--- src/hrbp_pkg.sv ---
// ----------------------------------------------------------------------------
// HTTP request byte parser package
// Shared codes, character constants, result type and the header name table.
// ----------------------------------------------------------------------------
package hrbp_pkg;

   localparam int unsigned LENGTH_BITS_DEFAULT = 32;
   localparam logic [31:0] MAX_BODY_LEN_RESET  = 32'd65535;

   // byte class codes
   localparam logic [2:0] CLS_IGNORED = 3'd0;
   localparam logic [2:0] CLS_METHOD  = 3'd1;
   localparam logic [2:0] CLS_PATH    = 3'd2;
   localparam logic [2:0] CLS_NAME    = 3'd3;
   localparam logic [2:0] CLS_VALUE   = 3'd4;
   localparam logic [2:0] CLS_BODY    = 3'd5;

   // phase codes as seen on the result channel
   localparam logic [1:0] PHASE_REQ_LINE = 2'd0;
   localparam logic [1:0] PHASE_HEADERS  = 2'd1;
   localparam logic [1:0] PHASE_BODY     = 2'd2;
   localparam logic [1:0] PHASE_DONE     = 2'd3;

   // characters
   localparam logic [7:0] CH_LF    = 8'h0A;
   localparam logic [7:0] CH_CR    = 8'h0D;
   localparam logic [7:0] CH_COLON = 8'h3A;
   localparam logic [7:0] CH_SPACE = 8'h20;
   localparam logic [7:0] CH_TAB   = 8'h09;
   localparam logic [7:0] CH_VT    = 8'h0B;
   localparam logic [7:0] CH_FF    = 8'h0C;
   localparam logic [7:0] CH_MINUS = 8'h2D;
   localparam logic [7:0] CH_PLUS  = 8'h2B;
   localparam logic [7:0] CH_ZERO  = 8'h30;
   localparam logic [7:0] CH_NINE  = 8'h39;

   // length of "Content-Length"
   localparam logic [3:0] NAME_LEN = 4'd14;

   typedef struct packed {
      logic [2:0]  byte_class;
      logic [7:0]  byte_out;
      logic        line_end;
      logic        headers_done;
      logic        request_done;
      logic [31:0] content_length;
      logic        length_error;
      logic [1:0]  phase;
   } hrbp_result_type;

   typedef struct packed {
      logic clear;   // drop the number state (new line or new connection)
      logic feed;    // value byte of a header line
   } hrbp_num_ctrl_type;

   // "Content-Length", one character per index
   function automatic logic [7:0] hrbp_name_char(input logic [3:0] idx);
      logic [7:0] ch;
      unique case (idx)
         4'd0:    ch = 8'h43; // C
         4'd1:    ch = 8'h6F; // o
         4'd2:    ch = 8'h6E; // n
         4'd3:    ch = 8'h74; // t
         4'd4:    ch = 8'h65; // e
         4'd5:    ch = 8'h6E; // n
         4'd6:    ch = 8'h74; // t
         4'd7:    ch = 8'h2D; // -
         4'd8:    ch = 8'h4C; // L
         4'd9:    ch = 8'h65; // e
         4'd10:   ch = 8'h6E; // n
         4'd11:   ch = 8'h67; // g
         4'd12:   ch = 8'h74; // t
         4'd13:   ch = 8'h68; // h
         default: ch = 8'h00;
      endcase
      return ch;
   endfunction

endpackage

--- src/hrbp_ifs.sv ---
// ----------------------------------------------------------------------------
// HTTP request byte parser channel interfaces
// Valid/ready channels for received bytes and for classified result items.
// ----------------------------------------------------------------------------
interface hrbp_req_if;
   logic       valid;
   logic       ready;
   logic       conn_start;
   logic [7:0] byte_in;

   modport source (output valid, output conn_start, output byte_in, input ready);
   modport sink   (input valid, input conn_start, input byte_in, output ready);
endinterface

interface hrbp_rsp_if;
   logic        valid;
   logic        ready;
   logic [2:0]  byte_class;
   logic [7:0]  byte_out;
   logic        line_end;
   logic        headers_done;
   logic        request_done;
   logic [31:0] content_length;
   logic        length_error;
   logic [1:0]  phase;

   modport source (output valid, output byte_class, output byte_out, output line_end,
                   output headers_done, output request_done, output content_length,
                   output length_error, output phase, input ready);
   modport sink   (input valid, input byte_class, input byte_out, input line_end,
                   input headers_done, input request_done, input content_length,
                   input length_error, input phase, output ready);
endinterface

--- src/hrbp_num_unit.sv ---
// ----------------------------------------------------------------------------
// HTTP request byte parser length number unit
// atoi-style decimal accumulator for the Content-Length value, with commit.
// ----------------------------------------------------------------------------
module hrbp_num_unit
   import hrbp_pkg::*;
#(
   parameter int unsigned LENGTH_BITS = LENGTH_BITS_DEFAULT
) (
   input  logic                   clock,
   input  logic                   reset,
   input  logic                   step,
   input  hrbp_num_ctrl_type      ctrl,
   input  logic [7:0]             byte_in,
   input  logic [LENGTH_BITS-1:0] limit,
   output logic [LENGTH_BITS-1:0] commit_value,
   output logic                   commit_error
);

   localparam int unsigned PW = LENGTH_BITS + 4;

   typedef enum logic [3:0] {
      NUM_SKIP   = 4'b0001,
      NUM_SIGN   = 4'b0010,
      NUM_DIGITS = 4'b0100,
      NUM_END    = 4'b1000
   } num_stage_type;

   num_stage_type          stage_ff, stage_in;
   logic                   negative_ff, negative_in;
   logic                   overflow_ff, overflow_in;
   logic [LENGTH_BITS-1:0] accum_ff, accum_in;

   logic          is_blank, is_sign, is_digit, go_digits;
   logic [3:0]    digit;
   logic [PW-1:0] product;

   assign is_blank = (byte_in == CH_SPACE) || (byte_in == CH_TAB) ||
                     (byte_in == CH_VT) || (byte_in == CH_FF);
   assign is_sign  = (byte_in == CH_MINUS) || (byte_in == CH_PLUS);
   assign is_digit = (byte_in >= CH_ZERO) && (byte_in <= CH_NINE);
   assign digit    = 4'(byte_in - CH_ZERO);

   // accum * 10 + digit, compared against the limit in place
   assign product = PW'(accum_ff) * PW'(4'd10) + PW'(digit);

   always_comb begin
      stage_in    = stage_ff;
      negative_in = negative_ff;
      overflow_in = overflow_ff;
      accum_in    = accum_ff;
      go_digits   = 1'b0;
      if (ctrl.clear) begin
         stage_in    = NUM_SKIP;
         negative_in = 1'b0;
         overflow_in = 1'b0;
         accum_in    = '0;
      end else if (ctrl.feed) begin
         unique case (stage_ff)
            NUM_SKIP: begin
               if (is_sign) begin
                  negative_in = (byte_in == CH_MINUS);
                  stage_in    = NUM_SIGN;
               end else if (!is_blank) begin
                  go_digits = 1'b1;
               end
            end
            NUM_SIGN, NUM_DIGITS: begin
               go_digits = 1'b1;
            end
            NUM_END: begin
               go_digits = 1'b0;
            end
            default: begin
               go_digits = 1'b0;
            end
         endcase
         if (go_digits) begin
            if (is_digit) begin
               stage_in = NUM_DIGITS;
               if (!overflow_ff) begin
                  if (product > PW'(limit)) begin
                     overflow_in = 1'b1;
                  end else begin
                     accum_in = product[LENGTH_BITS-1:0];
                  end
               end
            end else begin
               stage_in = NUM_END;
            end
         end
      end
   end

   // limit may have moved since the digits came in, so compare again
   assign commit_error = overflow_ff || (accum_ff > limit) ||
                         (negative_ff && (accum_ff != '0));
   assign commit_value = commit_error ? limit : accum_ff;

   always_ff @(posedge clock) begin
      if (reset) begin
         stage_ff    <= NUM_SKIP;
         negative_ff <= 1'b0;
         overflow_ff <= 1'b0;
         accum_ff    <= '0;
      end else if (step) begin
         stage_ff    <= stage_in;
         negative_ff <= negative_in;
         overflow_ff <= overflow_in;
         accum_ff    <= accum_in;
      end
   end

endmodule

--- src/hrbp_core.sv ---
// ----------------------------------------------------------------------------
// HTTP request byte parser core
// Per-byte parse state update and classification, one byte per step.
// ----------------------------------------------------------------------------
module hrbp_core
   import hrbp_pkg::*;
#(
   parameter int unsigned LENGTH_BITS = LENGTH_BITS_DEFAULT
) (
   input  logic                   clock,
   input  logic                   reset,
   input  logic                   step,
   input  logic                   conn_start,
   input  logic [7:0]             byte_in,
   input  logic [LENGTH_BITS-1:0] limit,
   output hrbp_result_type        result
);

   typedef enum logic [3:0] {
      PH_REQ_LINE = 4'b0001,
      PH_HEADERS  = 4'b0010,
      PH_BODY     = 4'b0100,
      PH_DONE     = 4'b1000
   } phase_type;

   phase_type              phase_ff, phase_in, cur_phase;
   logic [1:0]             space_count_ff, space_count_in, cur_space_count;
   logic                   after_colon_ff, after_colon_in, cur_after_colon;
   logic                   first_space_ff, first_space_in, cur_first_space;
   logic                   name_seen_ff, name_seen_in, cur_name_seen;
   logic                   line_stopped_ff, line_stopped_in, cur_line_stopped;
   logic [3:0]             match_index_ff, match_index_in, cur_match_index;
   logic                   match_failed_ff, match_failed_in, cur_match_failed;
   logic [LENGTH_BITS-1:0] length_value_ff, length_value_in, cur_length_value;
   logic [LENGTH_BITS-1:0] body_count_ff, body_count_in, cur_body_count;
   logic                   error_flag_ff, error_flag_in, cur_error_flag;

   logic [LENGTH_BITS-1:0] body_count_inc;
   logic [LENGTH_BITS-1:0] commit_value;
   logic                   commit_error;
   logic                   clear_line;
   logic                   feed;
   logic [2:0]             cls;
   logic                   lend, hdone, rdone;
   logic [1:0]             phase_code;
   hrbp_num_ctrl_type      num_ctrl;

   // a new connection starts from the reset state
   assign cur_phase        = conn_start ? PH_REQ_LINE : phase_ff;
   assign cur_space_count  = conn_start ? 2'd0 : space_count_ff;
   assign cur_after_colon  = conn_start ? 1'b0 : after_colon_ff;
   assign cur_first_space  = conn_start ? 1'b0 : first_space_ff;
   assign cur_name_seen    = conn_start ? 1'b0 : name_seen_ff;
   assign cur_line_stopped = conn_start ? 1'b0 : line_stopped_ff;
   assign cur_match_index  = conn_start ? 4'd0 : match_index_ff;
   assign cur_match_failed = conn_start ? 1'b0 : match_failed_ff;
   assign cur_length_value = conn_start ? '0 : length_value_ff;
   assign cur_body_count   = conn_start ? '0 : body_count_ff;
   assign cur_error_flag   = conn_start ? 1'b0 : error_flag_ff;

   assign body_count_inc = cur_body_count + LENGTH_BITS'(1);

   always_comb begin
      phase_in        = cur_phase;
      space_count_in  = cur_space_count;
      after_colon_in  = cur_after_colon;
      first_space_in  = cur_first_space;
      name_seen_in    = cur_name_seen;
      line_stopped_in = cur_line_stopped;
      match_index_in  = cur_match_index;
      match_failed_in = cur_match_failed;
      length_value_in = cur_length_value;
      body_count_in   = cur_body_count;
      error_flag_in   = cur_error_flag;
      clear_line      = 1'b0;
      feed            = 1'b0;
      cls             = CLS_IGNORED;
      lend            = 1'b0;
      hdone           = 1'b0;
      rdone           = 1'b0;

      unique case (cur_phase)
         PH_REQ_LINE: begin
            if (byte_in == CH_SPACE) begin
               if (cur_space_count < 2'd2) begin
                  space_count_in = cur_space_count + 2'd1;
               end
            end else if (cur_space_count == 2'd0) begin
               cls = CLS_METHOD;
            end else if (cur_space_count == 2'd1) begin
               cls = CLS_PATH;
            end
            if (byte_in == CH_LF) begin
               lend       = 1'b1;
               phase_in   = PH_HEADERS;
               clear_line = 1'b1;
            end
         end
         PH_HEADERS: begin
            if (byte_in == CH_LF) begin
               lend       = 1'b1;
               clear_line = 1'b1;
               if (!cur_name_seen) begin
                  hdone = 1'b1;
                  if (cur_length_value != '0) begin
                     phase_in = PH_BODY;
                  end else begin
                     phase_in = PH_DONE;
                     rdone    = 1'b1;
                  end
               end else if (!cur_match_failed && (cur_match_index == NAME_LEN)) begin
                  length_value_in = commit_value;
                  error_flag_in   = commit_error;
               end
            end else if (cur_line_stopped) begin
               cls = CLS_IGNORED;
            end else if (byte_in == CH_CR) begin
               line_stopped_in = 1'b1;
            end else if (!cur_after_colon) begin
               if (byte_in == CH_COLON) begin
                  after_colon_in = 1'b1;
                  first_space_in = 1'b1;
               end else begin
                  cls          = CLS_NAME;
                  name_seen_in = 1'b1;
                  if (!cur_match_failed) begin
                     if ((cur_match_index >= NAME_LEN) ||
                         (hrbp_name_char(cur_match_index) != byte_in)) begin
                        match_failed_in = 1'b1;
                     end else begin
                        match_index_in = cur_match_index + 4'd1;
                     end
                  end
               end
            end else if ((byte_in == CH_SPACE) && cur_first_space) begin
               first_space_in = 1'b0;
            end else begin
               cls  = CLS_VALUE;
               feed = 1'b1;
            end
         end
         PH_BODY: begin
            cls           = CLS_BODY;
            body_count_in = body_count_inc;
            if (body_count_inc >= cur_length_value) begin
               rdone    = 1'b1;
               phase_in = PH_DONE;
            end
         end
         PH_DONE: begin
            cls = CLS_IGNORED;
         end
         default: begin
            cls = CLS_IGNORED;
         end
      endcase

      if (clear_line) begin
         space_count_in  = 2'd0;
         after_colon_in  = 1'b0;
         first_space_in  = 1'b0;
         name_seen_in    = 1'b0;
         line_stopped_in = 1'b0;
         match_index_in  = 4'd0;
         match_failed_in = 1'b0;
      end
   end

   assign num_ctrl.clear = conn_start || clear_line;
   assign num_ctrl.feed  = feed;

   hrbp_num_unit #(
      .LENGTH_BITS (LENGTH_BITS)
   ) u_num (
      .clock        (clock),
      .reset        (reset),
      .step         (step),
      .ctrl         (num_ctrl),
      .byte_in      (byte_in),
      .limit        (limit),
      .commit_value (commit_value),
      .commit_error (commit_error)
   );

   always_comb begin
      unique case (phase_in)
         PH_REQ_LINE: phase_code = PHASE_REQ_LINE;
         PH_HEADERS:  phase_code = PHASE_HEADERS;
         PH_BODY:     phase_code = PHASE_BODY;
         PH_DONE:     phase_code = PHASE_DONE;
         default:     phase_code = PHASE_REQ_LINE;
      endcase
   end

   assign result.byte_class     = cls;
   assign result.byte_out       = byte_in;
   assign result.line_end       = lend;
   assign result.headers_done   = hdone;
   assign result.request_done   = rdone;
   assign result.content_length = 32'(length_value_in);
   assign result.length_error   = error_flag_in;
   assign result.phase          = phase_code;

   always_ff @(posedge clock) begin
      if (reset) begin
         phase_ff        <= PH_REQ_LINE;
         space_count_ff  <= 2'd0;
         after_colon_ff  <= 1'b0;
         first_space_ff  <= 1'b0;
         name_seen_ff    <= 1'b0;
         line_stopped_ff <= 1'b0;
         match_index_ff  <= 4'd0;
         match_failed_ff <= 1'b0;
         length_value_ff <= '0;
         body_count_ff   <= '0;
         error_flag_ff   <= 1'b0;
      end else if (step) begin
         phase_ff        <= phase_in;
         space_count_ff  <= space_count_in;
         after_colon_ff  <= after_colon_in;
         first_space_ff  <= first_space_in;
         name_seen_ff    <= name_seen_in;
         line_stopped_ff <= line_stopped_in;
         match_index_ff  <= match_index_in;
         match_failed_ff <= match_failed_in;
         length_value_ff <= length_value_in;
         body_count_ff   <= body_count_in;
         error_flag_ff   <= error_flag_in;
      end
   end

endmodule

--- src/http_request_byte_parser_unit.sv ---
// ----------------------------------------------------------------------------
// HTTP request byte parser unit
// Labels each received byte of one connection as method, path, header name,
// header value, body or ignored, and tracks the Content-Length body.
//
// Usage:
//  - req_chan carries one received byte per item, with conn_start set on the
//    first byte of a new connection (clears all parse state first).
//  - rsp_chan returns exactly one result item per byte, in order.
//  - csr_wr_en / csr_wr_data write max_body_len; write only while idle.
//  - Path: a byte taken into the input register goes through the parse logic
//    into the result register, and from there onto rsp_chan.
//  - Throughput: one item per cycle unless rsp_chan stalls; each byte's
//    update is a single pass through the parse logic and the length digit multiply-add.
//  - If rsp_chan stalls, the result register holds its item and the input
//    register still takes one more byte; req_chan.ready then drops.
//  - Reset: both channels empty, parse state at start of a request line,
//    max_body_len = 65535.
// ----------------------------------------------------------------------------
module http_request_byte_parser_unit
   import hrbp_pkg::*;
#(
   parameter int unsigned LENGTH_BITS = LENGTH_BITS_DEFAULT
) (
   input  logic        clock,
   input  logic        reset,
   hrbp_req_if.sink    req_chan,
   hrbp_rsp_if.source  rsp_chan,
   input  logic        csr_wr_en,
   input  logic [31:0] csr_wr_data
);

   // all-ones at LENGTH_BITS, as a 32-bit value
   localparam logic [31:0] LIMIT_MASK = 32'((64'd1 << LENGTH_BITS) - 64'd1);

   logic [31:0] max_len_ff;
   logic [31:0] limit_full;
   logic [LENGTH_BITS-1:0] limit;

   // input register
   logic       in_valid_ff, in_valid_in;
   logic       in_conn_ff;
   logic [7:0] in_byte_ff;

   // result register
   logic            out_valid_ff, out_valid_in;
   hrbp_result_type out_ff;
   hrbp_result_type result;

   logic advance;

   // config register
   always_ff @(posedge clock) begin
      if (reset) begin
         max_len_ff <= MAX_BODY_LEN_RESET;
      end else if (csr_wr_en) begin
         max_len_ff <= csr_wr_data;
      end
   end

   assign limit_full = (max_len_ff > LIMIT_MASK) ? LIMIT_MASK : max_len_ff;
   assign limit      = limit_full[LENGTH_BITS-1:0];

   // a byte moves through the parser when the result register is free
   assign advance        = in_valid_ff && (!out_valid_ff || rsp_chan.ready);
   assign req_chan.ready = !in_valid_ff || advance;

   always_comb begin
      in_valid_in = in_valid_ff;
      if (req_chan.valid && req_chan.ready) begin
         in_valid_in = 1'b1;
      end else if (advance) begin
         in_valid_in = 1'b0;
      end
   end

   always_comb begin
      out_valid_in = out_valid_ff;
      if (advance) begin
         out_valid_in = 1'b1;
      end else if (rsp_chan.ready) begin
         out_valid_in = 1'b0;
      end
   end

   always_ff @(posedge clock) begin
      if (reset) begin
         in_valid_ff  <= 1'b0;
         out_valid_ff <= 1'b0;
      end else begin
         in_valid_ff  <= in_valid_in;
         out_valid_ff <= out_valid_in;
      end
   end

   always_ff @(posedge clock) begin
      if (req_chan.valid && req_chan.ready) begin
         in_conn_ff <= req_chan.conn_start;
         in_byte_ff <= req_chan.byte_in;
      end
      if (advance) begin
         out_ff <= result;
      end
   end

   hrbp_core #(
      .LENGTH_BITS (LENGTH_BITS)
   ) u_core (
      .clock      (clock),
      .reset      (reset),
      .step       (advance),
      .conn_start (in_conn_ff),
      .byte_in    (in_byte_ff),
      .limit      (limit),
      .result     (result)
   );

   assign rsp_chan.valid          = out_valid_ff;
   assign rsp_chan.byte_class     = out_ff.byte_class;
   assign rsp_chan.byte_out       = out_ff.byte_out;
   assign rsp_chan.line_end       = out_ff.line_end;
   assign rsp_chan.headers_done   = out_ff.headers_done;
   assign rsp_chan.request_done   = out_ff.request_done;
   assign rsp_chan.content_length = out_ff.content_length;
   assign rsp_chan.length_error   = out_ff.length_error;
   assign rsp_chan.phase          = out_ff.phase;

endmodule

--- src/flat_wrapper.sv ---
// flat-port wrapper written by rule: the top's interface ports become plain ports
module http_request_byte_parser_unit_flat import hrbp_pkg::*;
#(
   parameter int unsigned LENGTH_BITS = LENGTH_BITS_DEFAULT
)
  (clock, reset, csr_wr_en, csr_wr_data, req_chan_valid, req_chan_conn_start, req_chan_byte_in, req_chan_ready, rsp_chan_valid, rsp_chan_byte_class, rsp_chan_byte_out, rsp_chan_line_end, rsp_chan_headers_done, rsp_chan_request_done, rsp_chan_content_length, rsp_chan_length_error, rsp_chan_phase, rsp_chan_ready);
  hrbp_req_if req_chan_i ();
  hrbp_rsp_if rsp_chan_i ();
  input  logic clock;
  input  logic reset;
  input  logic csr_wr_en;
  input  logic [31:0] csr_wr_data;
  input wire logic [$bits(req_chan_i.valid)-1:0] req_chan_valid;
  input wire logic [$bits(req_chan_i.conn_start)-1:0] req_chan_conn_start;
  input wire logic [$bits(req_chan_i.byte_in)-1:0] req_chan_byte_in;
  output wire logic [$bits(req_chan_i.ready)-1:0] req_chan_ready;
  output wire logic [$bits(rsp_chan_i.valid)-1:0] rsp_chan_valid;
  output wire logic [$bits(rsp_chan_i.byte_class)-1:0] rsp_chan_byte_class;
  output wire logic [$bits(rsp_chan_i.byte_out)-1:0] rsp_chan_byte_out;
  output wire logic [$bits(rsp_chan_i.line_end)-1:0] rsp_chan_line_end;
  output wire logic [$bits(rsp_chan_i.headers_done)-1:0] rsp_chan_headers_done;
  output wire logic [$bits(rsp_chan_i.request_done)-1:0] rsp_chan_request_done;
  output wire logic [$bits(rsp_chan_i.content_length)-1:0] rsp_chan_content_length;
  output wire logic [$bits(rsp_chan_i.length_error)-1:0] rsp_chan_length_error;
  output wire logic [$bits(rsp_chan_i.phase)-1:0] rsp_chan_phase;
  input wire logic [$bits(rsp_chan_i.ready)-1:0] rsp_chan_ready;
  assign req_chan_i.valid = req_chan_valid;
  assign req_chan_i.conn_start = req_chan_conn_start;
  assign req_chan_i.byte_in = req_chan_byte_in;
  assign req_chan_ready = req_chan_i.ready;
  assign rsp_chan_valid = rsp_chan_i.valid;
  assign rsp_chan_byte_class = rsp_chan_i.byte_class;
  assign rsp_chan_byte_out = rsp_chan_i.byte_out;
  assign rsp_chan_line_end = rsp_chan_i.line_end;
  assign rsp_chan_headers_done = rsp_chan_i.headers_done;
  assign rsp_chan_request_done = rsp_chan_i.request_done;
  assign rsp_chan_content_length = rsp_chan_i.content_length;
  assign rsp_chan_length_error = rsp_chan_i.length_error;
  assign rsp_chan_phase = rsp_chan_i.phase;
  assign rsp_chan_i.ready = rsp_chan_ready;
  http_request_byte_parser_unit #(.LENGTH_BITS(LENGTH_BITS)) u_core (.clock(clock), .reset(reset), .req_chan(req_chan_i), .rsp_chan(rsp_chan_i), .csr_wr_en(csr_wr_en), .csr_wr_data(csr_wr_data));
endmodule
--- config.mk ---
export PLATFORM = sky130hd
export DESIGN_NAME = http_request_byte_parser_unit_flat
export DESIGN_NICKNAME = d
export VERILOG_FILES = /design/src/hrbp_pkg.sv /design/src/hrbp_ifs.sv /design/src/hrbp_num_unit.sv /design/src/hrbp_core.sv /design/src/http_request_byte_parser_unit.sv /design/src/flat_wrapper.sv
export SDC_FILE = /design/constraint.sdc
export NUM_CORES = 1
export LEC_CHECK = 0
export BUFFER_PORTS_ARGS = -buffer_cell sky130_fd_sc_hd__clkbuf_2
export CAP_MARGIN = 40
export CORE_ASPECT_RATIO = 0.75
export CORE_MARGIN = 2
export CORE_UTILIZATION = 63
export DETAILED_ROUTE_END_ITERATION = 8
export GPL_ROUTABILITY_DRIVEN = 0
export GPL_TIMING_DRIVEN = 0
export PLACE_DENSITY = 0.82
export SLEW_MARGIN = 20
export SYNTH_ARGS = -nofsm -noshare
export SYNTH_HDL_FRONTEND = slang
export SYNTH_SLANG_ARGS = --single-unit
--- constraint.sdc ---
create_clock -name clock -period 6.95 [get_ports clock]
set_clock_uncertainty 0.2 [all_clocks]
set_input_delay 1.39 -clock clock [delete_from_list [all_inputs] [get_ports clock]]
set_output_delay 1.39 -clock clock [all_outputs]
set_load 0.02 [all_outputs]
==> impl_metrics.tcl, run 1 <==
set metrics [dict create \
    outcome "complete, no violations" \
    count_of_flip_flops_with_a_built_in_enable_after_synthesis 58 \
    syn_avg_cell_area_um2 8.22 \
    route.detailed.vias_per_inst 6.62 \
    grt_remaining_overflow 0 \
    insertion_delay_ns 0.52 \
    critical-path-max-stage-delay_ns 0.44 \
    finalNetCount 2266 \
    first_pass_iters 7 \
    die_span_in_x_um 187 \
    max_cap_violations 0 \
    tritoncts "yes" \
    fp-row-count 50 \
    detailedPlacementHpwl_um 37900 \
    wl_per_cell_um 20.5 \
    slew_headroom_pct 35.7 \
    report.final.setup_viol 0 \
    detailroute.via_count 15900 \
    largest_net_degree_at_the_start_of_global_routing 26 \
    number_of_placed_instances_with_taps_included 2362 \
    syn_to_final_growth_pct 11.9 \
    detail_route.iter0.violations 1992 \
    antenna_found_initial 1 \
    post_synth_num_cell_types 91 \
    largest_driver_fanout_on_the_critical_path 10 \
    report.final.slew_viol_count 0 \
    placement.io_buffers 94 \
    hold_viol 0 \
    asyncSetResetFlopFracSynth_pct 0 \
    die_height_um 141 \
    p_leak_nw 7.74 \
    worstPathArrival_ns 6.90 \
    final_cell_count_no_fill 2404 \
    drcViolationCount 0 \
    timing.critical_path.cells "ha_1 -> ha_1 -> fa_2 -> a211oi_4 -> o21ai_1 -> a32oi_2 -> nand4b_1 -> nor4b_4 -> nand4_1 -> buf_4 -> nor4_4 -> xnor2_1 -> ha_1 -> nand4_1 -> or2_2 -> nor4_4 -> nand3_1 -> mux2_2 -> a2111oi_1 -> o211ai_1 -> a21o_1 -> buf_6 -> buf_12 -> mux2i_1" \
    power-per-cell-area_nw_per_um2 154 \
    cts.path.max_buffers 3 \
    mappedNetlistNets 2142 \
    tightest_slew_ns 0.961 \
    tritoncts.num_buffers 21 \
    final.min_clock_period_ns 6.67 \
    grt_first_pass_wirelength_um 76600 \
    yosys_warnings 0 \
    post_route_cells_drive_above_1_share_pct 10.3 \
    cpMostUsedCell "ha_1" \
    grt_pass1_vias 14600 \
    clock_sinks 210 \
    crit_path_start_kind "flip-flop" \
    type_of_the_worst_setup_path "reg2reg" \
    die-area_um2 26400 \
    synth_top_flop_cell "dfxtp_1" \
    global_route.usage.total_pct 36.2 \
    route.antenna.remaining_nets 0 \
    synth_seq_cells 210 \
    vdd.ir_drop.worst_mv 0.174 \
    cts_root_buffer "clkbuf_16" \
    io_pins 97 \
    maxClockFrequency_mhz 150 \
    initial_core_util_pct 63.8 \
    route.final.wire_length_um 49400 \
    synth_area_um2 15800 \
    clkTransAtPathRegs_ns 0.06 \
    critical_path_required_ns 7.18 \
    post_syn_instances 1927 \
    critical_path.slowest_cell "dfxtp_2" \
    cts.htree.levels 1 \
    final_min_period_over_clock_period_pct 95.9 \
    synth_sequential_area_ratio_pct 30.2 \
    fin_total_pwr_mw 2.72 \
    critPathCaptureType "flip-flop" \
    antennaDiodeCount 0 \
    min_path_type "reg2reg" \
    core_area_um2 24800 \
]
==> stage by stage <==
step	worst slack [ns]	util, %	TNS [ns]	hold slack (ns)	area, um2
floorplan	0.716	-	0	0.224	15800
global placement	-0.593	67.4	-15.74	0.236	16700
detailed placement	-0.863	67.7	-20.54	0.249	16800
CTS	0.0134	70.7	0	0.260	17600
global route	-0.0373	71.4	-0.0531	0.271	17700
finish	0.285	71.4	0	0.260	17700
==> critical path, delay by kind of cell, from the launching register on <==
family                   cells  cell delay [ns]
XOR/XNOR                     1             0.14
adder cells (fa/ha/maj)      4             1.26
flip-flops                   1             0.44
multiplexers                 2             0.49
buffers and inverters        3             0.49
AO/OA/AOI/OAI                6             1.51
AND/OR/NAND/NOR              8             2.02
==> logic make-up after synthesis <==
kind of cell             Yosys count  synth area share, %
multiplexers                      82                 5.21
adder cells (fa/ha/maj)          169                 13.4
buffers and inverters            164                 4.35
XOR/XNOR                          78                 4.36
AO/OA/AOI/OAI                    466                 19.8
AND/OR/NAND/NOR                  758                 22.7
flip-flops                       210                 30.2
==> power by group <==
part / switching (mW) / leakage (nW) / internal, mW
clock: 0.496 / 0.314 / 0.634
combinational: 0.193 / 5.66 / 0.0871
sequential: 0.0234 / 1.77 / 1.29
total: 0.713 / 7.74 / 2.01
==> cell usage in the layout (no fill, tap or decap), types with 51 or more instances in the layout <==
cell type and count:
a21oi_1 118, clkbuf_1 79, clkbuf_2 101, dfxtp_1 146, edfxtp_1 58, ha_1 167, inv_1 57, mux2i_1 78
nand2_1 319, nand3_1 56, nor2_1 153, o21ai_0 91, xnor2_1 51
==> flip-flops by register name (all words and copies together) (netlist names), 2 cells and up <==
signal and cells:
u_core.in_byte_ff 8, u_core.max_len_ff 32, u_core.rsp_chan.byte_class 3, u_core.rsp_chan.byte_out 8, u_core.rsp_chan.content_length 32, u_core.rsp_chan.phase 2, u_core.u_core.body_count_ff 32, u_core.u_core.length_value_ff 32
u_core.u_core.match_index_ff 4, u_core.u_core.phase_ff 4, u_core.u_core.space_count_ff 2, u_core.u_core.u_num.accum_ff 32, u_core.u_core.u_num.stage_ff 4
==> worst paths after layout <==
check	start	end	slack, ns	cells after the start
max	u_core.u_core.u_num.accum_ff[3]	u_core.u_core.u_num.accum_ff[25]	0.28	24
min	u_core.u_core.length_value_ff[10]	u_core.u_core.length_value_ff[10]	0.26	2
max reg2reg	u_core.u_core.u_num.accum_ff[3]	u_core.u_core.u_num.accum_ff[25]	0.28	24
min reg2reg	u_core.u_core.length_value_ff[10]	u_core.u_core.length_value_ff[10]	0.26	2
==> area by class of cell <==
class | instances | area (um2)
Buffer | 104 | 474
Timing Repair Buffer | 103 | 576
Multi-Input combinational cell | 1553 | 10600
Sequential cell | 210 | 4790
Inverter | 58 | 218
Tap cell | 338 | 423
Clock inverter | 12 | 118
Clock buffer | 26 | 544
Fill cell | 1959 | 7110
==> synthesized netlist by cell type (15+ instances only) <==
cell type | count | area [um2]
a21o_1 | 36 | 270
a21boi_0 | 15 | 113
dfxtp_1 | 152 | 3040
nand3_1 | 56 | 280
xor2_1 | 24 | 210
nand2_1 | 319 | 1200
a22oi_1 | 22 | 165
nor3_1 | 37 | 185
nand2b_1 | 17 | 106
clkbuf_1 | 82 | 308
a21oi_1 | 119 | 596
xnor2_1 | 53 | 464
nand4_1 | 41 | 257
nor4_1 | 20 | 125
nor2b_1 | 27 | 169
edfxtp_1 | 58 | 1740
mux2i_1 | 78 | 781
nor2_1 | 153 | 574
a32o_1 | 19 | 190
inv_1 | 57 | 214
o21ai_0 | 94 | 470
and3_1 | 17 | 106
a211oi_1 | 18 | 135
ha_1 | 167 | 2090
o211ai_1 | 35 | 263
==> routing by layer <==
metal | vias up | share of wire [%] | global-route usage [%]
met5 | - | 0 | 0.549
met2 | 1068 | 40 | 52.9
met4 | 0 | 3.3 | 10.4
met3 | 149 | 14 | 9.62
li1 | 7291 | - | -
met1 | 7396 | 42 | 52.3
==> timing repair <==
action / in CTS / in global routing
hold endpoints to repair: 0 / 0
resized for setup: 15 / 39
setup buffers: 2 / 4
hold buffers: 0 / 0
pin swaps: 1 / 8
setup endpoints to repair: 38 / 39
Power figures use the tool's default switching activity.
==> run 2: changes to the inputs <==
--- a/config.mk
+++ b/config.mk
@@ -5,6 +5,7 @@
 export SDC_FILE = /design/constraint.sdc
 export NUM_CORES = 1
 export LEC_CHECK = 0
+export ABC_AREA = 1
 export BUFFER_PORTS_ARGS = -buffer_cell sky130_fd_sc_hd__clkbuf_2
 export CAP_MARGIN = 40
 export CORE_ASPECT_RATIO = 0.75
==> run 2 against run 1 <==
- the flow now finishes with violations (DRC)
- critical path depth is 6 higher
- combinational power increased by 35%
- final area grew 6.1%
- sequential power about the same
- final cell count grew 28%
- global-route usage down 0.38 points
- die area is 7.9% higher
- worst setup slack improved by 0.072 ns
- sequential share of layout area fell by 1.6 points
- register-to-register slack better by 0.07 ns
- utilization decreased by 1.4 points
- first-iteration DRC count fell by 2.4%
- critical endpoint is now u_core.u_core.u_num.accum_ff[29]
==> impl_metrics.tcl, run 2 <==
set metrics [dict create \
    yosys_warnings 0 \
    post_route_cells_drive_above_1_share_pct 10.4 \
    tightest_slew_ns 0.773 \
    max_cap_violations 0 \
    antenna_found_initial 0 \
    synth_area_um2 17100 \
    count_of_flip_flops_with_a_built_in_enable_after_synthesis 58 \
    global_route.usage.total_pct 35.8 \
    post-cts-setup-buffer-count 0 \
    die_span_in_x_um 194 \
    crit_family "simple AND/OR/NAND/NOR gates" \
    wl_per_cell_um 16.9 \
    route.final.wire_length_um 52000 \
    antennaDiodeCount 0 \
    post_synth_most_frequent_cells "674 x nand2_1, 405 x inv_1, 225 x a21oi_1, 201 x nand3_1, 199 x nor2_1" \
    synth_seq_cells 210 \
    grt_setup_unrepaired "no" \
    wl_met1_um 21900 \
    synth_mux_area_share_pct 0 \
    outcome "finished with violations" \
    dr_wl_met2_um 21500 \
    flop_to_flop_setup_slack_ns 0.36 \
    critical_path.slowest_cell "dfxtp_1" \
    timing.rr.start "u_core.u_core.u_num.accum_ff[1]" \
    routed-wl-met3_um 6870 \
    detailroute.via_count 17900 \
    post_syn_instances 2589 \
    critical_path_required_ns 7.21 \
    final_cell_count_no_fill 3078 \
    route.detailed.vias_per_inst 5.80 \
    type_of_the_worst_setup_path "reg2reg" \
    largest_driver_fanout_on_the_critical_path 10 \
    finalNetCount 2925 \
    tritoncts.num_buffers 23 \
    critical_path.endpoint "u_core.u_core.u_num.accum_ff[29]" \
    first_pass_iters 9 \
    worst_r2r_endpoint "u_core.u_core.u_num.accum_ff[29]" \
    grt_remaining_overflow 0 \
    power-per-cell-area_nw_per_um2 157 \
    drcViolationCount 9 \
    yosysMostFrequentCell "nand2_1" \
    worstPathArrival_ns 6.86 \
    setup_tns_ns 0 \
    p_leak_nw 9.37 \
    hold_viol 0 \
    synth_top_area_share_pct 17.8 \
    synth_xor_xnor_area_share_pct 3.07 \
    report.final.slew_viol_count 0 \
    vdd.ir_drop.worst_mv 0.199 \
    asyncSetResetFlopFracSynth_pct 0 \
    crit_path_start_kind "flip-flop" \
    hold_buffers 0 \
    initial_core_util_pct 63.7 \
    io_pins 97 \
    route.antenna.remaining_nets 0 \
    syn_avg_cell_area_um2 6.61 \
    grt_pass1_vias 16300 \
    dominant_combinational_cell_family_by_area_after_synthesis "simple AND/OR/NAND/NOR gates" \
    die-area_um2 28500 \
    grt_first_pass_wirelength_um 82500 \
    insertion_delay_ns 0.53 \
    cts_root_buffer "clkbuf_16" \
    critPathCaptureType "flip-flop" \
    die_height_um 147 \
    clock_sinks 210 \
    cts.htree.levels 1 \
    yosys.area.top_type "dfxtp_1" \
    synth_top_flop_cell "dfxtp_1" \
    worst_r2r_path_depth 30 \
    min_path_type "reg2reg" \
    synth_compound_gate_area_share_pct 11.7 \
    placement.io_buffers 95 \
    detailedPlacementHpwl_um 41300 \
    highest-signal-layer "met4" \
    slew_headroom_pct 48.5 \
    post_synth_num_cell_types 55 \
    buf_inv_on_cp 2 \
    fp-row-count 52 \
    cts-resized-gates 0 \
    final.min_clock_period_ns 6.59 \
    fin_total_pwr_mw 2.95 \
    critical-path-max-stage-delay_ns 0.54 \
    synth-simple-area-share_pct 33.2 \
    detail_route.iter0.violations 1945 \
    core_area_um2 26900 \
    number_of_placed_instances_with_taps_included 3036 \
    final_common_cell "nand2_1" \
    number_of_logic_stages_on_the_critical_path_including_buffering 30 \
    synthTopCellsByArea "dfxtp_1 18%, nand2_1 15%, ha_1 12%" \
    report.final.setup_viol 0 \
    cpMostUsedCell "nand2_1" \
    failing_checks "DRC" \
    tritoncts "yes" \
    final_min_period_over_clock_period_pct 94.9 \
    startpoint "u_core.u_core.u_num.accum_ff[1]" \
    clkTransAtPathRegs_ns 0.06 \
    synth_sequential_area_ratio_pct 27.9 \
    synth-adder-area-share_pct 12.4 \
    mappedNetlistNets 2804 \
    cts.path.max_buffers 3 \
    maxClockFrequency_mhz 152 \
    layout.cells.most_common_list "674 x nand2_1, 405 x inv_1, 225 x a21oi_1, 201 x nand3_1, 199 x nor2_1" \
    syn_to_final_growth_pct 9.89 \
    largest_net_degree_at_the_start_of_global_routing 50 \
    timing.hold.ws_ns 0.266 \
]
[run 2: stage by stage]
step | setup WS [ns] | utilization, % | area, um2
floorplan | 2.32 | - | 17100
global placement | 0.726 | 67.1 | 18000
detailed placement | 0.653 | 67.2 | 18100
CTS | 0.602 | 70.0 | 18800
global route | 0.0154 | 70.0 | 18800
finish | 0.357 | 70.0 | 18800
[run 2: worst min path at each step]
stage / startpoint / endpoint / slack [ns] / cells after the start
global route: u_core.u_core.body_count_ff[18] / u_core.u_core.body_count_ff[18] / 0.28 / 2
global placement: u_core.in_byte_ff[0] / u_core.rsp_chan.byte_out[0] / 0.23 / 0
CTS: u_core.u_core.body_count_ff[12] / u_core.u_core.body_count_ff[12] / 0.27 / 2
floorplan: u_core.in_byte_ff[0] / u_core.rsp_chan.byte_out[0] / 0.22 / 0
finish: u_core.u_core.body_count_ff[21] / u_core.u_core.body_count_ff[21] / 0.27 / 2
detailed placement: u_core.u_core.body_count_ff[12] / u_core.u_core.body_count_ff[12] / 0.26 / 2
[run 2: power breakdown]
group / leakage [nW] / switching, mW / internal [mW]
registers: 1.80 / 0.0243 / 1.31
clock network: 0.364 / 0.531 / 0.701
logic: 7.20 / 0.267 / 0.111
total: 9.37 / 0.823 / 2.12
[run 2: per-layer routing]
metal	GRT usage, %	vias up
met2	55.0	1016
met1	50.3	8078
li1	-	8625
met5	0	-
met3	8.22	134
met4	10.5	0
[run 2: kinds of logic after synthesis]
group           Yosys count
compound gates          378
xor+xnor                 60
fa+ha+maj               169
buf+inv                 508
flops                   210
simple gates           1264
[run 2: layout make-up]
| cell class | count | area [um2] |
|---|---|---|
| clock buffers | 31 | 656 |
| inverters | 430 | 1610 |
| flip-flops and latches | 210 | 4780 |
| multi-input cells | 1871 | 10300 |
| repair buffers | 96 | 503 |
| plain buffers | 78 | 380 |
| clock inverters | 11 | 91.3 |
| fillers | 2307 | 8050 |
| well taps | 351 | 439 |
[run 2: worst min-delay path, stage by stage (launching register included)]
cell and delay, ns:
dfxtp_1 0.31, nand2_1 0.06, a21oi_1 0.05
